==> config.mk <==
export PLATFORM = sky130hd
export DESIGN_NAME = utf8_invalid_byte_filter
export DESIGN_NICKNAME = d
export VERILOG_FILES = /design/src/sv/ubf_pkg.sv /design/src/sv/ubf_front.sv /design/src/sv/ubf_queue.sv /design/src/sv/ubf_back.sv /design/src/sv/utf8_invalid_byte_filter.sv
export SDC_FILE = /design/constraint.sdc
export NUM_CORES = 1
export LEC_CHECK = 0
export BUFFER_PORTS_ARGS = -buffer_cell sky130_fd_sc_hd__buf_2
export CAP_MARGIN = 20
export CELL_PAD_IN_SITES_DETAIL_PLACEMENT = 2
export CELL_PAD_IN_SITES_GLOBAL_PLACEMENT = 2
export CORE_MARGIN = 1
export CORE_UTILIZATION = 49
export CTS_BUF_LIST = sky130_fd_sc_hd__clkbuf_4
export CTS_CLUSTER_SIZE = 10
export DETAILED_ROUTE_END_ITERATION = 7
export PLACE_DENSITY_LB_ADDON = 0.1
export SETUP_SLACK_MARGIN = 0.15
export SLEW_MARGIN = 10
export SYNTH_ARGS = -nofsm -noshare
export SYNTH_HDL_FRONTEND = slang
export SYNTH_SLANG_ARGS = --single-unit
==> constraint.sdc <==
create_clock -name clk -period 3.98 [get_ports clk]
set_clock_uncertainty 0.05 [all_clocks]
set_input_delay 0.199 -clock clk [delete_from_list [all_inputs] [get_ports clk]]
set_output_delay 0.199 -clock clk [all_outputs]
set_load 0.02 [all_outputs]
==> src/sv/ubf_pkg.sv <==
// ----------------------------------------------------------------------------
// ubf_pkg
// Shared types and constants for the UTF-8 invalid byte filter.
// ----------------------------------------------------------------------------
package ubf_pkg;

  localparam int unsigned QUEUE_DEPTH = 4;

  localparam logic [7:0] ASCII_END   = 8'h80;
  localparam logic [7:0] LEAD2_MIN   = 8'hC2;
  localparam logic [7:0] LEAD3_MIN   = 8'hE0;
  localparam logic [7:0] LEAD4_MIN   = 8'hF0;
  localparam logic [7:0] LEAD_END    = 8'hF5;
  localparam logic [7:0] LEAD_E0     = 8'hE0;
  localparam logic [7:0] LEAD_ED     = 8'hED;
  localparam logic [7:0] LEAD_F0     = 8'hF0;
  localparam logic [7:0] LEAD_F4     = 8'hF4;
  localparam logic [7:0] E0_FOLLOW_MIN = 8'hA0;
  localparam logic [7:0] F0_FOLLOW_MIN = 8'h90;
  localparam logic [7:0] F4_FOLLOW_END = 8'h90;
  localparam logic [7:0] SURR_FOLLOW_MIN = 8'hA0;
  localparam logic [1:0] CONT_TAG    = 2'b10;

  // One classified group: up to four kept bytes, count zero means marker only
  typedef struct packed {
    logic [3:0][7:0] data;
    logic [2:0]      cnt;
    logic            last;
  } grp_t;

endpackage

==> src/sv/ubf_front.sv <==
// ----------------------------------------------------------------------------
// ubf_front
// Accepts raw bytes, tracks the open sequence and forms groups of kept bytes.
// ----------------------------------------------------------------------------
module ubf_front (
  input  logic        clk,
  input  logic        rst_n,
  input  logic        acc,
  input  logic [7:0]  in_byte,
  input  logic        in_last,
  output logic        grp_valid,
  output ubf_pkg::grp_t grp
);
  import ubf_pkg::*;

  logic [7:0] held_r [3];
  logic [7:0] held_nxt [3];
  logic [1:0] hcnt_r, hcnt_nxt;
  logic [2:0] slen_r, slen_nxt;
  logic       open_seq, fol, done, sur;

  always_comb begin
    open_seq = slen_r != 3'd0;
    fol = (in_byte[7:6] == CONT_TAG) &&
          !(hcnt_r == 2'd1 &&
            ((held_r[0] == LEAD_E0 && in_byte < E0_FOLLOW_MIN) ||
             (held_r[0] == LEAD_F0 && in_byte < F0_FOLLOW_MIN) ||
             (held_r[0] == LEAD_F4 && in_byte >= F4_FOLLOW_END)));
    done = ({1'b0, hcnt_r} + 3'd1) >= slen_r;
    sur  = held_r[0] == LEAD_ED && hcnt_r >= 2'd2 && held_r[1] >= SURR_FOLLOW_MIN;

    held_nxt = held_r;
    hcnt_nxt = hcnt_r;
    slen_nxt = slen_r;
    grp.cnt  = 3'd0;
    grp.last = in_last;
    grp.data[3] = in_byte;
    for (int i = 0; i < 3; i++) begin
      if (i == int'(hcnt_r)) begin
        grp.data[i] = in_byte;
      end else begin
        grp.data[i] = held_r[i];
      end
    end

    if (open_seq && fol) begin
      if (done) begin
        if (!sur) begin
          grp.cnt = {1'b0, hcnt_r} + 3'd1;
        end
        hcnt_nxt = 2'd0;
        slen_nxt = 3'd0;
      end else begin
        held_nxt[hcnt_r] = in_byte;
        hcnt_nxt = hcnt_r + 2'd1;
      end
    end else begin
      hcnt_nxt = 2'd0;
      slen_nxt = 3'd0;
      grp.data[0] = in_byte;
      if (in_byte < ASCII_END) begin
        grp.cnt = 3'd1;
      end else if (in_byte >= LEAD2_MIN && in_byte < LEAD_END) begin
        held_nxt[0] = in_byte;
        hcnt_nxt = 2'd1;
        if (in_byte < LEAD3_MIN) begin
          slen_nxt = 3'd2;
        end else if (in_byte < LEAD4_MIN) begin
          slen_nxt = 3'd3;
        end else begin
          slen_nxt = 3'd4;
        end
      end
    end

    if (in_last) begin
      hcnt_nxt = 2'd0;
      slen_nxt = 3'd0;
    end
    if (grp.cnt == 3'd0) begin
      grp.data = '0;
    end
    grp_valid = acc && (grp.cnt != 3'd0 || in_last);
  end

  always_ff @(posedge clk) begin
    if (!rst_n) begin
      hcnt_r <= 2'd0;
      slen_r <= 3'd0;
    end else if (acc) begin
      hcnt_r <= hcnt_nxt;
      slen_r <= slen_nxt;
    end
  end

  always_ff @(posedge clk) begin
    if (acc) begin
      held_r <= held_nxt;
    end
  end

endmodule

==> src/sv/ubf_queue.sv <==
// ----------------------------------------------------------------------------
// ubf_queue
// Short queue of classified groups between the front and back parts.
// ----------------------------------------------------------------------------
module ubf_queue #(
  parameter int unsigned DEPTH = ubf_pkg::QUEUE_DEPTH
) (
  input  logic          clk,
  input  logic          rst_n,
  input  logic          wr_en,
  input  ubf_pkg::grp_t wr_grp,
  input  logic          rd_en,
  output ubf_pkg::grp_t rd_grp,
  output logic          q_full,
  output logic          q_empty
);
  import ubf_pkg::*;

  localparam int unsigned AW = (DEPTH > 1) ? $clog2(DEPTH) : 1;
  localparam int unsigned CW = $clog2(DEPTH + 1);
  localparam logic [AW-1:0] LAST_PTR = AW'(DEPTH - 1);
  localparam logic [CW-1:0] FULL_CNT = CW'(DEPTH);

  grp_t          mem_r [DEPTH];
  logic [AW-1:0] wr_ptr_r, rd_ptr_r;
  logic [CW-1:0] cnt_r;
  logic          do_wr, do_rd;

  assign q_full  = cnt_r == FULL_CNT;
  assign q_empty = cnt_r == '0;
  assign do_wr   = wr_en && !q_full;
  assign do_rd   = rd_en && !q_empty;
  assign rd_grp  = mem_r[rd_ptr_r];

  always_ff @(posedge clk) begin
    if (!rst_n) begin
      wr_ptr_r <= '0;
      rd_ptr_r <= '0;
      cnt_r    <= '0;
    end else begin
      if (do_wr) begin
        wr_ptr_r <= (wr_ptr_r == LAST_PTR) ? '0 : wr_ptr_r + 1'b1;
      end
      if (do_rd) begin
        rd_ptr_r <= (rd_ptr_r == LAST_PTR) ? '0 : rd_ptr_r + 1'b1;
      end
      if (do_wr && !do_rd) begin
        cnt_r <= cnt_r + 1'b1;
      end else if (do_rd && !do_wr) begin
        cnt_r <= cnt_r - 1'b1;
      end
    end
  end

  always_ff @(posedge clk) begin
    if (do_wr) begin
      mem_r[wr_ptr_r] <= wr_grp;
    end
  end

endmodule

==> src/sv/ubf_back.sv <==
// ----------------------------------------------------------------------------
// ubf_back
// Serializes the head group into result words, one byte per pop.
// ----------------------------------------------------------------------------
module ubf_back (
  input  logic          clk,
  input  logic          rst_n,
  input  ubf_pkg::grp_t head,
  input  logic          head_valid,
  input  logic          pop,
  output logic          head_done,
  output logic [7:0]    out_byte,
  output logic          out_empty,
  output logic          out_last
);
  import ubf_pkg::*;

  logic [1:0] idx_r;
  logic       fin;

  assign fin       = head.cnt == 3'd0 || ({1'b0, idx_r} == head.cnt - 3'd1);
  assign head_done = pop && head_valid && fin;
  assign out_byte  = head.data[idx_r];
  assign out_empty = head.cnt == 3'd0;
  assign out_last  = head.last && fin;

  always_ff @(posedge clk) begin
    if (!rst_n) begin
      idx_r <= 2'd0;
    end else if (pop && head_valid) begin
      idx_r <= fin ? 2'd0 : idx_r + 2'd1;
    end
  end

endmodule

==> src/sv/utf8_invalid_byte_filter.sv <==
// ----------------------------------------------------------------------------
// utf8_invalid_byte_filter
// Streaming UTF-8 validator: passes only well-formed UTF-8 bytes.
// ----------------------------------------------------------------------------
// Takes one byte per cycle while full is low and delivers one result word per
// pop. A byte is classified in the cycle it is pushed; a complete character
// (1 to 4 bytes) enters the group queue and drains one byte per pop.
// Multi-byte characters are released only once their final byte arrives.
// Sustained rate is one byte per cycle while pop is held, set by the
// single-byte serializer; the QUEUE_DEPTH-entry group queue absorbs bursts.
module utf8_invalid_byte_filter #(
  parameter int unsigned QUEUE_DEPTH = ubf_pkg::QUEUE_DEPTH
) (
  input  logic       clk,
  input  logic       rst_n,
  input  logic       push,
  output logic       full,
  input  logic [7:0] in_byte,
  input  logic       in_last,
  output logic       empty,
  input  logic       pop,
  output logic [7:0] out_byte,
  output logic       out_empty,
  output logic       out_last
);
  import ubf_pkg::*;

  grp_t fr_grp, hd_grp;
  logic fr_valid, hd_done, acc;

  assign acc = push && !full;

  ubf_front u_front (
    .clk       (clk),
    .rst_n     (rst_n),
    .acc       (acc),
    .in_byte   (in_byte),
    .in_last   (in_last),
    .grp_valid (fr_valid),
    .grp       (fr_grp)
  );

  ubf_queue #(
    .DEPTH (QUEUE_DEPTH)
  ) u_queue (
    .clk     (clk),
    .rst_n   (rst_n),
    .wr_en   (fr_valid),
    .wr_grp  (fr_grp),
    .rd_en   (hd_done),
    .rd_grp  (hd_grp),
    .q_full  (full),
    .q_empty (empty)
  );

  ubf_back u_back (
    .clk        (clk),
    .rst_n      (rst_n),
    .head       (hd_grp),
    .head_valid (!empty),
    .pop        (pop),
    .head_done  (hd_done),
    .out_byte   (out_byte),
    .out_empty  (out_empty),
    .out_last   (out_last)
  );

  a_marker_is_last: assert property (@(posedge clk) disable iff (!rst_n)
    !empty && out_empty |-> out_last)
    else $error("marker word without last flag");

  a_full_not_empty: assert property (@(posedge clk) disable iff (!rst_n)
    full |-> !empty)
    else $error("queue full and empty at once");

  a_last_queued: assert property (@(posedge clk) disable iff (!rst_n)
    push && !full && in_last |=> !empty)
    else $error("end of stream left no result");

endmodule
# After elaboration in Yosys (flattened, before gate mapping)
# Memory sizes are Yosys's and may differ from the RTL's. A register that Yosys moved wholly into a read port is not among the register bits.
# Index checks and enable logic that the tools add are counted.
[op_classes]
order_cmp = 14
bitwise_logic = 2
n_mux = 39
n_eq_ne = 15
n_addsub = 8
n_reduce_logical = 39
[ops]
columns = ["op", "n"]
rows = [
  ["$mux 8", 9],
  ["$lt 8x8->1 const B", 6],
  ["$mux 3", 12],
  ["$eq 8x8->1 const B", 4],
  ["$mux 32", 1],
  ["$bwmux 24", 1],
  ["$ge 8x8->1 const B", 3],
  ["$mux 24", 1],
  ["$logic_and 1x1->1", 19],
  ["$mux 2", 9],
  ["$bmux 8 s2", 1],
  ["$demux 8 s2", 1],
  ["$logic_not 3->1", 3],
  ["$add 2x1->2 const B", 4],
  ["$eq 2x2->1 const B", 3],
  ["$reduce_bool 3->1", 2],
  ["$sub 3x1->3 const B", 2],
  ["$logic_not 1->1", 5],
  ["$eq 2x2->1 const A", 2],
  ["$logic_or 1x1->1", 4],
  ["$mux 1", 4],
  ["$reduce_and 4->1", 1],
  ["$reduce_bool 2->1", 2],
  ["$add 2x1->3 const B", 1],
  ["17 further kinds", 17],
]
[word_totals]
elab_cells = 127
regBits = 38
out_inout_bits = 12
ramBits = 144
n_memories = 1
[memory_table]
columns = ["name", "words", "word_bits", "rd", "rd_clocked_by_memory_dff", "wr", "line", "rtl"]
rows = [
  ["u_queue.mem_r", 4, 36, 1, 1, 1, "ubf_queue.sv:24", "grp_t mem_r [DEPTH];"],
]

# Longest topological paths before layout
# Gate-level depths: netlist of the first run.
[logic_depth]
depth_word = 17
mapped_depth = 15
depth_no_buf = 13

# By module
# A second synthesis of the first run with hierarchy kept.
[hier_totals]
hier_cells = 455
area_unflattened_um2 = 8022.7
[modules_own_cells]
columns = ["module", "seq_area_each_um2", "cells_per_inst", "instances", "area_each_um2"]
rows = [
  ["ubf_queue", 4504.3, 239, 1, 5729.2],
  ["ubf_front", 820.8, 179, 1, 1875.5],
  ["ubf_back", 40.0, 35, 1, 400.4],
  ["utf8_invalid_byte_filter", 0.0, 2, 1, 17.5],
]

# Least setup slack after synthesis of the first run
# Ideal clock, no wire load.
[synth_timing]
path_kind = "reg-to-reg"
from = "register (tool-made name)"
to = "register u_queue.cnt_r[2]"
path_buffers = 2
synth_period_minus_slack_ns = 3.573
required_time_ns = 3.854
stages_incl_launch_ff = 16
slack_ns = 0.407
arrival_time_ns = 3.448
path_cell_list = "dfxtp_1 buf_2 buf_2 mux4_2 inv_1 ha_1 xor2_1 a31oi_1 nor2_1 inv_1 ha_1 inv_1 fa_1 xor2_1 or3_1 a21boi_0"
[synth_lines]
columns = ["item", "line", "rtl"]
rows = [
  ["end signal, assigned", "ubf_queue.sv:48", "cnt_r <= cnt_r + 1'b1;"],
  ["end signal, assigned", "ubf_queue.sv:50", "cnt_r <= cnt_r - 1'b1;"],
  ["end, declared", "ubf_queue.sv:26", "logic [CW-1:0] cnt_r;"],
]

# Worst setup path in the final report of the first run
[layout_timing]
from = "register u_front.hcnt_r[1]"
to = "register u_queue.cnt_r[2]"
[layout_between]
elab_chain_len = 13
elab_cells_between_ends = 22
[layout_rtl]
columns = ["item", "line", "rtl"]
rows = [
  ["start, declared", "ubf_front.sv:18", "logic [1:0] hcnt_r, hcnt_nxt;"],
  ["start signal, assigned", "ubf_front.sv:91", "hcnt_r <= hcnt_nxt;"],
  ["parallel branches: the longest is 5 deep, another holds $add 2x1->3", "--", ""],
  ["$mux 3 (*)", "ubf_front.sv:46", "if (open_seq && fol) begin"],
  ["$reduce_bool 3->1 (*)", "ubf_front.sv:83", "grp_valid = acc && (grp.cnt != 3'd0 || in_last);"],
  ["$logic_or 1x1->1 (*)", "ubf_front.sv:83", ""],
  ["$logic_and 1x1->1 (*)", "ubf_front.sv:83", ""],
  ["$logic_and 1x1->1 (*)", "ubf_queue.sv:31", "assign do_wr = wr_en && !q_full;"],
  ["named net u_queue.do_wr", "ubf_queue.sv:27", "logic do_wr, do_rd;"],
  ["$logic_not 1->1", "ubf_queue.sv:49", "end else if (do_rd && !do_wr) begin"],
  ["$logic_and 1x1->1", "ubf_queue.sv:49", ""],
  ["$reduce_bool 2->1 (no line)", "--", ""],
]
# Mark *: on every way through the listed nets, which the timed path passes.
# A chain may end at the register's enable or synchronous reset.

==> results by group, run 1 <==
Status
  • Status: complete, no violations

Synthesis
  • Avg Cell Area, Syn: 17.3 sq um
  • Synth area leaders: edfxtp_1 (65%), mux4_2 (13%), dfxtp_1 (4.1%)
  • Top_reg_cell synth: edfxtp_1
  • Post-synth EDFFs: 168
  • Most instantiated cells after synthesis: edfxtp_1 (168), mux4_2 (44), nor2_1 (31)
  • Syn nets: 476
  • Flops & latches, synth: 184
  • Yosys synthesis warning count: 0
  • Post-synth top area share: 65.2%
  • Share of flip-flops with an asynchronous set or reset: 0%
  • Area leader, netlist: edfxtp_1
  • Post-synthesis cell count: 447
  • Most common cell in the synthesized netlist: edfxtp_1
  • Post-synth cell types: 45
  • Sequential-to-total area share from yosys stat: 69.4%
  • Post-Syn Area: 0.00773 sq mm

Global routing
  • First-pass GRT wire length: 29.9 mm
  • Vias in the first global route: 4,879
  • Total grt overflow: 0
  • Initial antenna violation count: 0
  • Largest net degree at the start of global routing: 31
  • Total global-route track usage: 26.2%

Setup path
  • Worst EP arrival: 4150 ps
  • Worst path required time: 4450 ps
  • Critical Path Fanout Max: 5
  • Crit path launch type: flop
  • Critical path class: flop to flop
  • Worst Setup End Kind: flop

Clocking
  • Bufs on Longest Clock Path: 2
  • CTS Buf Count: 17
  • Clk sinks: 184
  • Clock Pin Slew Worst Setup and Hold Paths: 150 ps
  • Worst-Skew Late Latency: 570 ps
  • TritonCTS clock tree: built
  • Level count of the clock H-tree: 4
  • Clk root buf: clkbuf_4

Cells and area
  • Layout cells sized above 1: 24.9%
  • Core Util, Final: 55.9%
  • Antenna fix cells: 0
  • NumNets Final: 527
  • Syn-to-layout area delta: 10.6%
  • Non-Filler Instances: 722

STA
  • Final critical-path share of the clock period: 92.7%
  • Setup TNS: 0 ps
  • Minimum clock period: 3690 ps
  • Final Hold Viols: 0
  • Hold slack: 47.1 ps
  • RSZ-0062 raised after global routing: no
  • Final setup viols: 0
  • Worst-margin pin slew: 769 ps
  • Slew Limit Headroom: 48.5%
  • Max-slew violations: 0
  • FMAX: 271 MHz
  • Final setup margin: 292 ps

Floorplan
  • IO Pins: 25
  • Die W: 128 microns
  • # rows: 45
  • Die H: 128 microns
  • Die area: 0.0163 sq mm
  • Initial core utilization: 50.5%
  • Core area: 0.0153 sq mm

Drt
  • Post-DR vias/cell: 5.90
  • DR DRC count: 0
  • Final wirelength: 19.7 mm
  • Pre-Repair DR Iteration Count: 4
  • Via Count: 4,257
  • Initial detailed-routing violation count: 314
  • DR WL/cell: 27.2 microns
  • Final ANT Viol Nets: 0

Worst hold path
  • Hold WC Path Type: primary input to flop

Job
  • Max-cap viol count: 0

Pwr
  • Cell area power density: 506 mW/mm^2
  • Leak Pwr: 2.79 nW
  • Maximum vdd drop: 0.226 mV

Placement
  • Detailed placement HPWL: 13.0 mm
  • Input/output buffers: 24
  • Routability Congestion: 0.764
  • Placed Cells: 676
  • Place WS: 81.4 ps
-- layout make-up --
cell class              count  area [sq um]
clock buffers              19           143
clock inverters            13           124
well taps                 211           264
repair buffers             55           380
inverters                  16          60.1
flip-flops and latches    184          5370
multi-input cells         224          2210
fillers                  1358          6760
-- stage by stage --
stage               instance area, sq um  power [W]
floorplan                           7730    0.00303
global placement                    8150    0.00331
detailed placement                  8150    0.00337
CTS                                 8530    0.00436
global route                        8550    0.00451
finish                              8550    0.00433
-- where the power goes --
group | switching (W) | total (W) | internal [W] | leakage [nW]
clock network | 0.000660 | 0.000990 | 0.000331 | 0.135
logic | 0.000564 | 0.000986 | 0.000422 | 0.962
registers | 0.0000750 | 0.00235 | 0.00228 | 1.69
total | 0.00130 | 0.00433 | 0.00303 | 2.79
-- timing repair --
action                                  CTS  global route
gates resized for setup                   1             1
buffers inserted                          0             3
endpoints found under the setup margin    1             1
pin swaps                                 0             1
gates cloned                              0             0
hold endpoints to repair                 36             0
hold buffers                             11             0
-- placed cells by master (no fill, tap or decap), types with 9 or more instances in the layout --
cell type,n
dlygate4sd3_1,11
buf_2,24
nand2_1,21
buf_4,20
inv_1,16
and2_1,10
edfxtp_1,168
nor2_1,31
dfxtp_1,14
ha_1,15
a21oi_1,10
nor2b_1,9
mux2i_1,20
clkbuf_4,19
o21ai_0,13
mux4_2,44
-- logic make-up after synthesis --
| family | share of synthesized area, % |
|---|---|
| mux | 15.4 |
| flops | 69.4 |
| fa+ha+maj | 2.69 |
| buf+inv | 2.05 |
| xor+xnor | 0.453 |
| simple gates | 5.94 |
| compound gates | 4.08 |
-- critical path, stage by stage, from the launching register on --
cell	delay, ps
dfxtp_1	460
inv_1	110
ha_1	330
ha_1	300
a21o_1	110
a21oi_1	140
o41a_1	510
a21oi_4	240
ha_1	230
inv_1	70
fa_1	440
xor2_1	180
or3_1	310
a21boi_0	160
-- final timing paths --
path / cells after the start / slack, ps / startpoint / endpoint
max: 13 / 290 / u_front.hcnt_r[1]$_SDFFE_PN0P_ / u_queue.cnt_r[2]$_SDFFE_PN0P_
min reg2reg: 2 / 480 / u_queue.cnt_r[2]$_SDFFE_PN0P_ / u_queue.cnt_r[2]$_SDFFE_PN0P_
max reg2reg: 13 / 290 / u_front.hcnt_r[1]$_SDFFE_PN0P_ / u_queue.cnt_r[2]$_SDFFE_PN0P_
min: 4 / 50 / pop / u_back.idx_r[0]$_SDFFE_PN0P_
-- routing by layer --
| layer | up-vias | wire [microns] | GRT usage, % |
|---|---|---|---|
| met2 | 88 | 10400 | 46.3 |
| met1 | 2279 | 8370 | 33.0 |
| met5 | - | 0 | 0 |
| met3 | 34 | 497 | 3.81 |
| met4 | 0 | 437 | 9.83 |
| li1 | 1856 | - | - |
-- flip-flops by register name (all words and copies together), names as in the netlist, named ones only --
signal,flops
u_queue.rd_ptr_r,2
u_front.slen_r,3
u_queue.cnt_r,3
u_front.hcnt_r,2
u_queue.wr_ptr_r,2
u_queue.mem_r,144
u_front.held_r,24
u_back.idx_r,2
Power figures use the tool's default switching activity.
==> inputs of run 2 (changes only) <==
CORE_ASPECT_RATIO = 1.5   (was not set)
==> run 2 against run 1 <==
Non-clock buffer count shrank 4. Utilization grew 0.72 points. Via count fell by 0.42%. Die area about the same. Total power rose by 6.2%. Sequential cell count is the same. Sequential share of layout area down 0.66 points. Critical path type unchanged. Register-to-register slack improved by 60 ps. Critical endpoint unchanged. Maximum frequency grew 1.7%.
==> results by group, run 2 (synthesized netlist as in run 1, its figures left out) <==
Cells and area
  • Max reg flops: 144 (unchanged)
  • Non-Filler Instances: 706 (-2.2%)
  • Syn-to-layout area delta: 11.8%
  • Most flops, register: u_queue.mem_r
  • Layout cells sized above 1: 24.5% (-0.40 points)
  • Fillers: 1,363 (+0.37%)
  • Core Util, Final: 56.6% (+0.72 points)
  • NumNets Final: 523 (-0.76%)
  • Leading registers by flop count: u_queue.mem_r: 144 flops, u_front.held_r: 24 flops
  • Antenna fix cells: 0 (unchanged)
  • Commonest non-fill, non-tap cell in the layout: edfxtp_1
  • Commonest non-fill, non-tap cells in the layout: edfxtp_1 (168), mux4_2 (44), nor2_1 (31)

Setup path
  • Worst path required time: 4420 ps (-30 ps)
  • Critical Path Fanout Max: 6 (+1)
  • Crit path launch type: flop
  • Worst Setup End Kind: flop
  • R2r setup slk: 350 ps (+60 ps)
  • Critical path class: flop to flop
  • Worst EP arrival: 4060 ps (-90 ps)

Global routing
  • Total grt overflow: 0 (unchanged)
  • First-pass GRT wire length: 31.1 mm (+4.1%)
  • Initial antenna violation count: 0 (unchanged)
  • Largest net degree at the start of global routing: 37 (+19%)
  • Vias in the first global route: 4,922 (+0.88%)
  • Total global-route track usage: 26.9% (+0.70 points)

STA
  • Final setup viols: 0 (unchanged)
  • Max-slew violations: 0 (unchanged)
  • Worst-margin pin slew: 774 ps (+5.14 ps)
  • Final Hold Viols: 0 (unchanged)
  • Slew Limit Headroom: 48.2% (-0.34 points)
  • Final critical-path share of the clock period: 91.1% (-1.5 points)
  • RSZ-0062 raised after global routing: no
  • Setup TNS: 0 ps (unchanged)
  • Minimum clock period: 3630 ps (-61.3 ps)
  • Final setup margin: 353 ps (+61.3 ps)
  • FMAX: 276 MHz (+1.7%)

Worst hold path
  • Hold WC Path Type: primary input to flop

Floorplan
  • IO Pins: 25 (unchanged)
  • # rows: 55 (+22%)
  • Die area: 0.0163 sq mm (about the same)
  • Core area: 0.0153 sq mm (-0.24%)
  • Initial core utilization: 50.6% (+0.12 points)
  • Die W: 105 microns (-18%)
  • Die H: 156 microns (+22%)

Placement
  • Placed Cells: 661 (-2.2%)
  • Input/output buffers: 24 (unchanged)
  • Routability Congestion: 0.835 (+9.3%)
  • Place WS: 178 ps (+96.8 ps)
  • Detailed placement HPWL: 12.5 mm (-3.5%)

Pwr
  • Leak Pwr: 2.82 nW (+1.1%)
  • Cell area power density: 532 mW/mm^2 (+5.1%)
  • Maximum vdd drop: 0.373 mV (+65%)
  • Overall power: 0.00460 W (+6.2%)

Drt
  • Initial detailed-routing violation count: 350 (+11%)
  • DR DRC count: 0 (unchanged)
  • Via Count: 4,239 (-0.42%)
  • Final wirelength: 20.2 mm (+2.5%)
  • Final ANT Viol Nets: 0 (unchanged)
  • Pre-Repair DR Iteration Count: 4 (unchanged)
  • Post-DR vias/cell: 6.00 (+1.8%)
  • DR WL/cell: 28.6 microns (+4.8%)

Clocking
  • Level count of the clock H-tree: 4 (unchanged)
  • TritonCTS clock tree: built
  • Bufs on Longest Clock Path: 2 (unchanged)
  • Worst-Skew Late Latency: 570 ps (about the same)
  • Clk sinks: 184 (unchanged)
  • Clock Pin Slew Worst Setup and Hold Paths: 140 ps (about the same)
  • Clk root buf: clkbuf_4
  • CTS Buf Count: 17 (unchanged)

Status
  • Status: complete, no violations

Job
  • Max-cap viol count: 0 (unchanged)
[run 2: changes by cell type in the layout (fill, tap and decap cells not counted), moves of 2 or more]
cell / previous run / this run
buf_4: 20 / 12
bufinv_16: 1 / 5
clkinv_4: 3 / 1
inv_6: 2 / 4
buf_12: 0 / 3
dfxtp_2: 1 / 3
[run 2: where the power goes]
part           leakage (nW)  internal [W]  switching (W)
registers              1.69       0.00228      0.0000750
clock network         0.178      0.000575       0.000667
logic                 0.950      0.000432       0.000569
[run 2: cell type report]
| class | count | area (sq um) | area share, % |
|---|---|---|---|
| timing repair buffer | 51 | 390 | 4.52 |
| multi-input combinational | 224 | 2220 | 25.7 |
| clock inverter | 14 | 220 | 2.55 |
| clock buffer | 18 | 135 | 1.56 |
| sequential | 184 | 5370 | 62.1 |
| tap | 199 | 249 | 2.88 |
| inverter | 16 | 60.1 | 0.695 |
[run 2: metrics by stage]
stage / hold slack (ps) / cell area, sq um
floorplan: 248 / 7730
global placement: 405 / 8150
detailed placement: 419 / 8150
CTS: 129 / 8630
global route: 175 / 8640
finish: 202 / 8640
[run 2: worst max-delay path: stages, from the launching register on]
cell and delay [ps]:
dfxtp_2 420, inv_1 110, ha_1 350, ha_1 300, a21o_1 120, a21oi_1 140
o41a_1 490, a21oi_4 150, ha_1 220, inv_1 80, fa_1 440, xor2_1 190
or3_1 320, a21boi_0 190
[run 2: what timing repair did]
item	in CTS	in global routing
gates cloned	0	0
hold buffers	12	0
pin swaps	0	1
setup endpoints to repair	1	1
endpoints found under the hold margin	35	0
gates resized for setup	1	2
buffers inserted	0	1
[run 2: metal layers]
metal  vias to the layer above  GRT usage (%)  routed length [microns]
met5                         -              0                        0
met4                         0           11.1                      466
met3                        29           5.18                      682
met2                       103           48.5                    11300
met1                      2262           31.6                     7740
li1                       1845              -                        -
[run 2: path summary, 6_finish.rpt]
kind	startpoint	endpoint	depth (start not counted)
worst max-delay path	u_front.hcnt_r[0]$_SDFFE_PN0P_	u_queue.cnt_r[2]$_SDFFE_PN0P_	13
worst min-delay path	push	u_front.hcnt_r[1]$_SDFFE_PN0P_	3
worst max register to register	u_front.hcnt_r[0]$_SDFFE_PN0P_	u_queue.cnt_r[2]$_SDFFE_PN0P_	13
worst min register to register	u_queue.wr_ptr_r[1]$_SDFFE_PN0P_	u_queue.wr_ptr_r[1]$_SDFFE_PN0P_	2
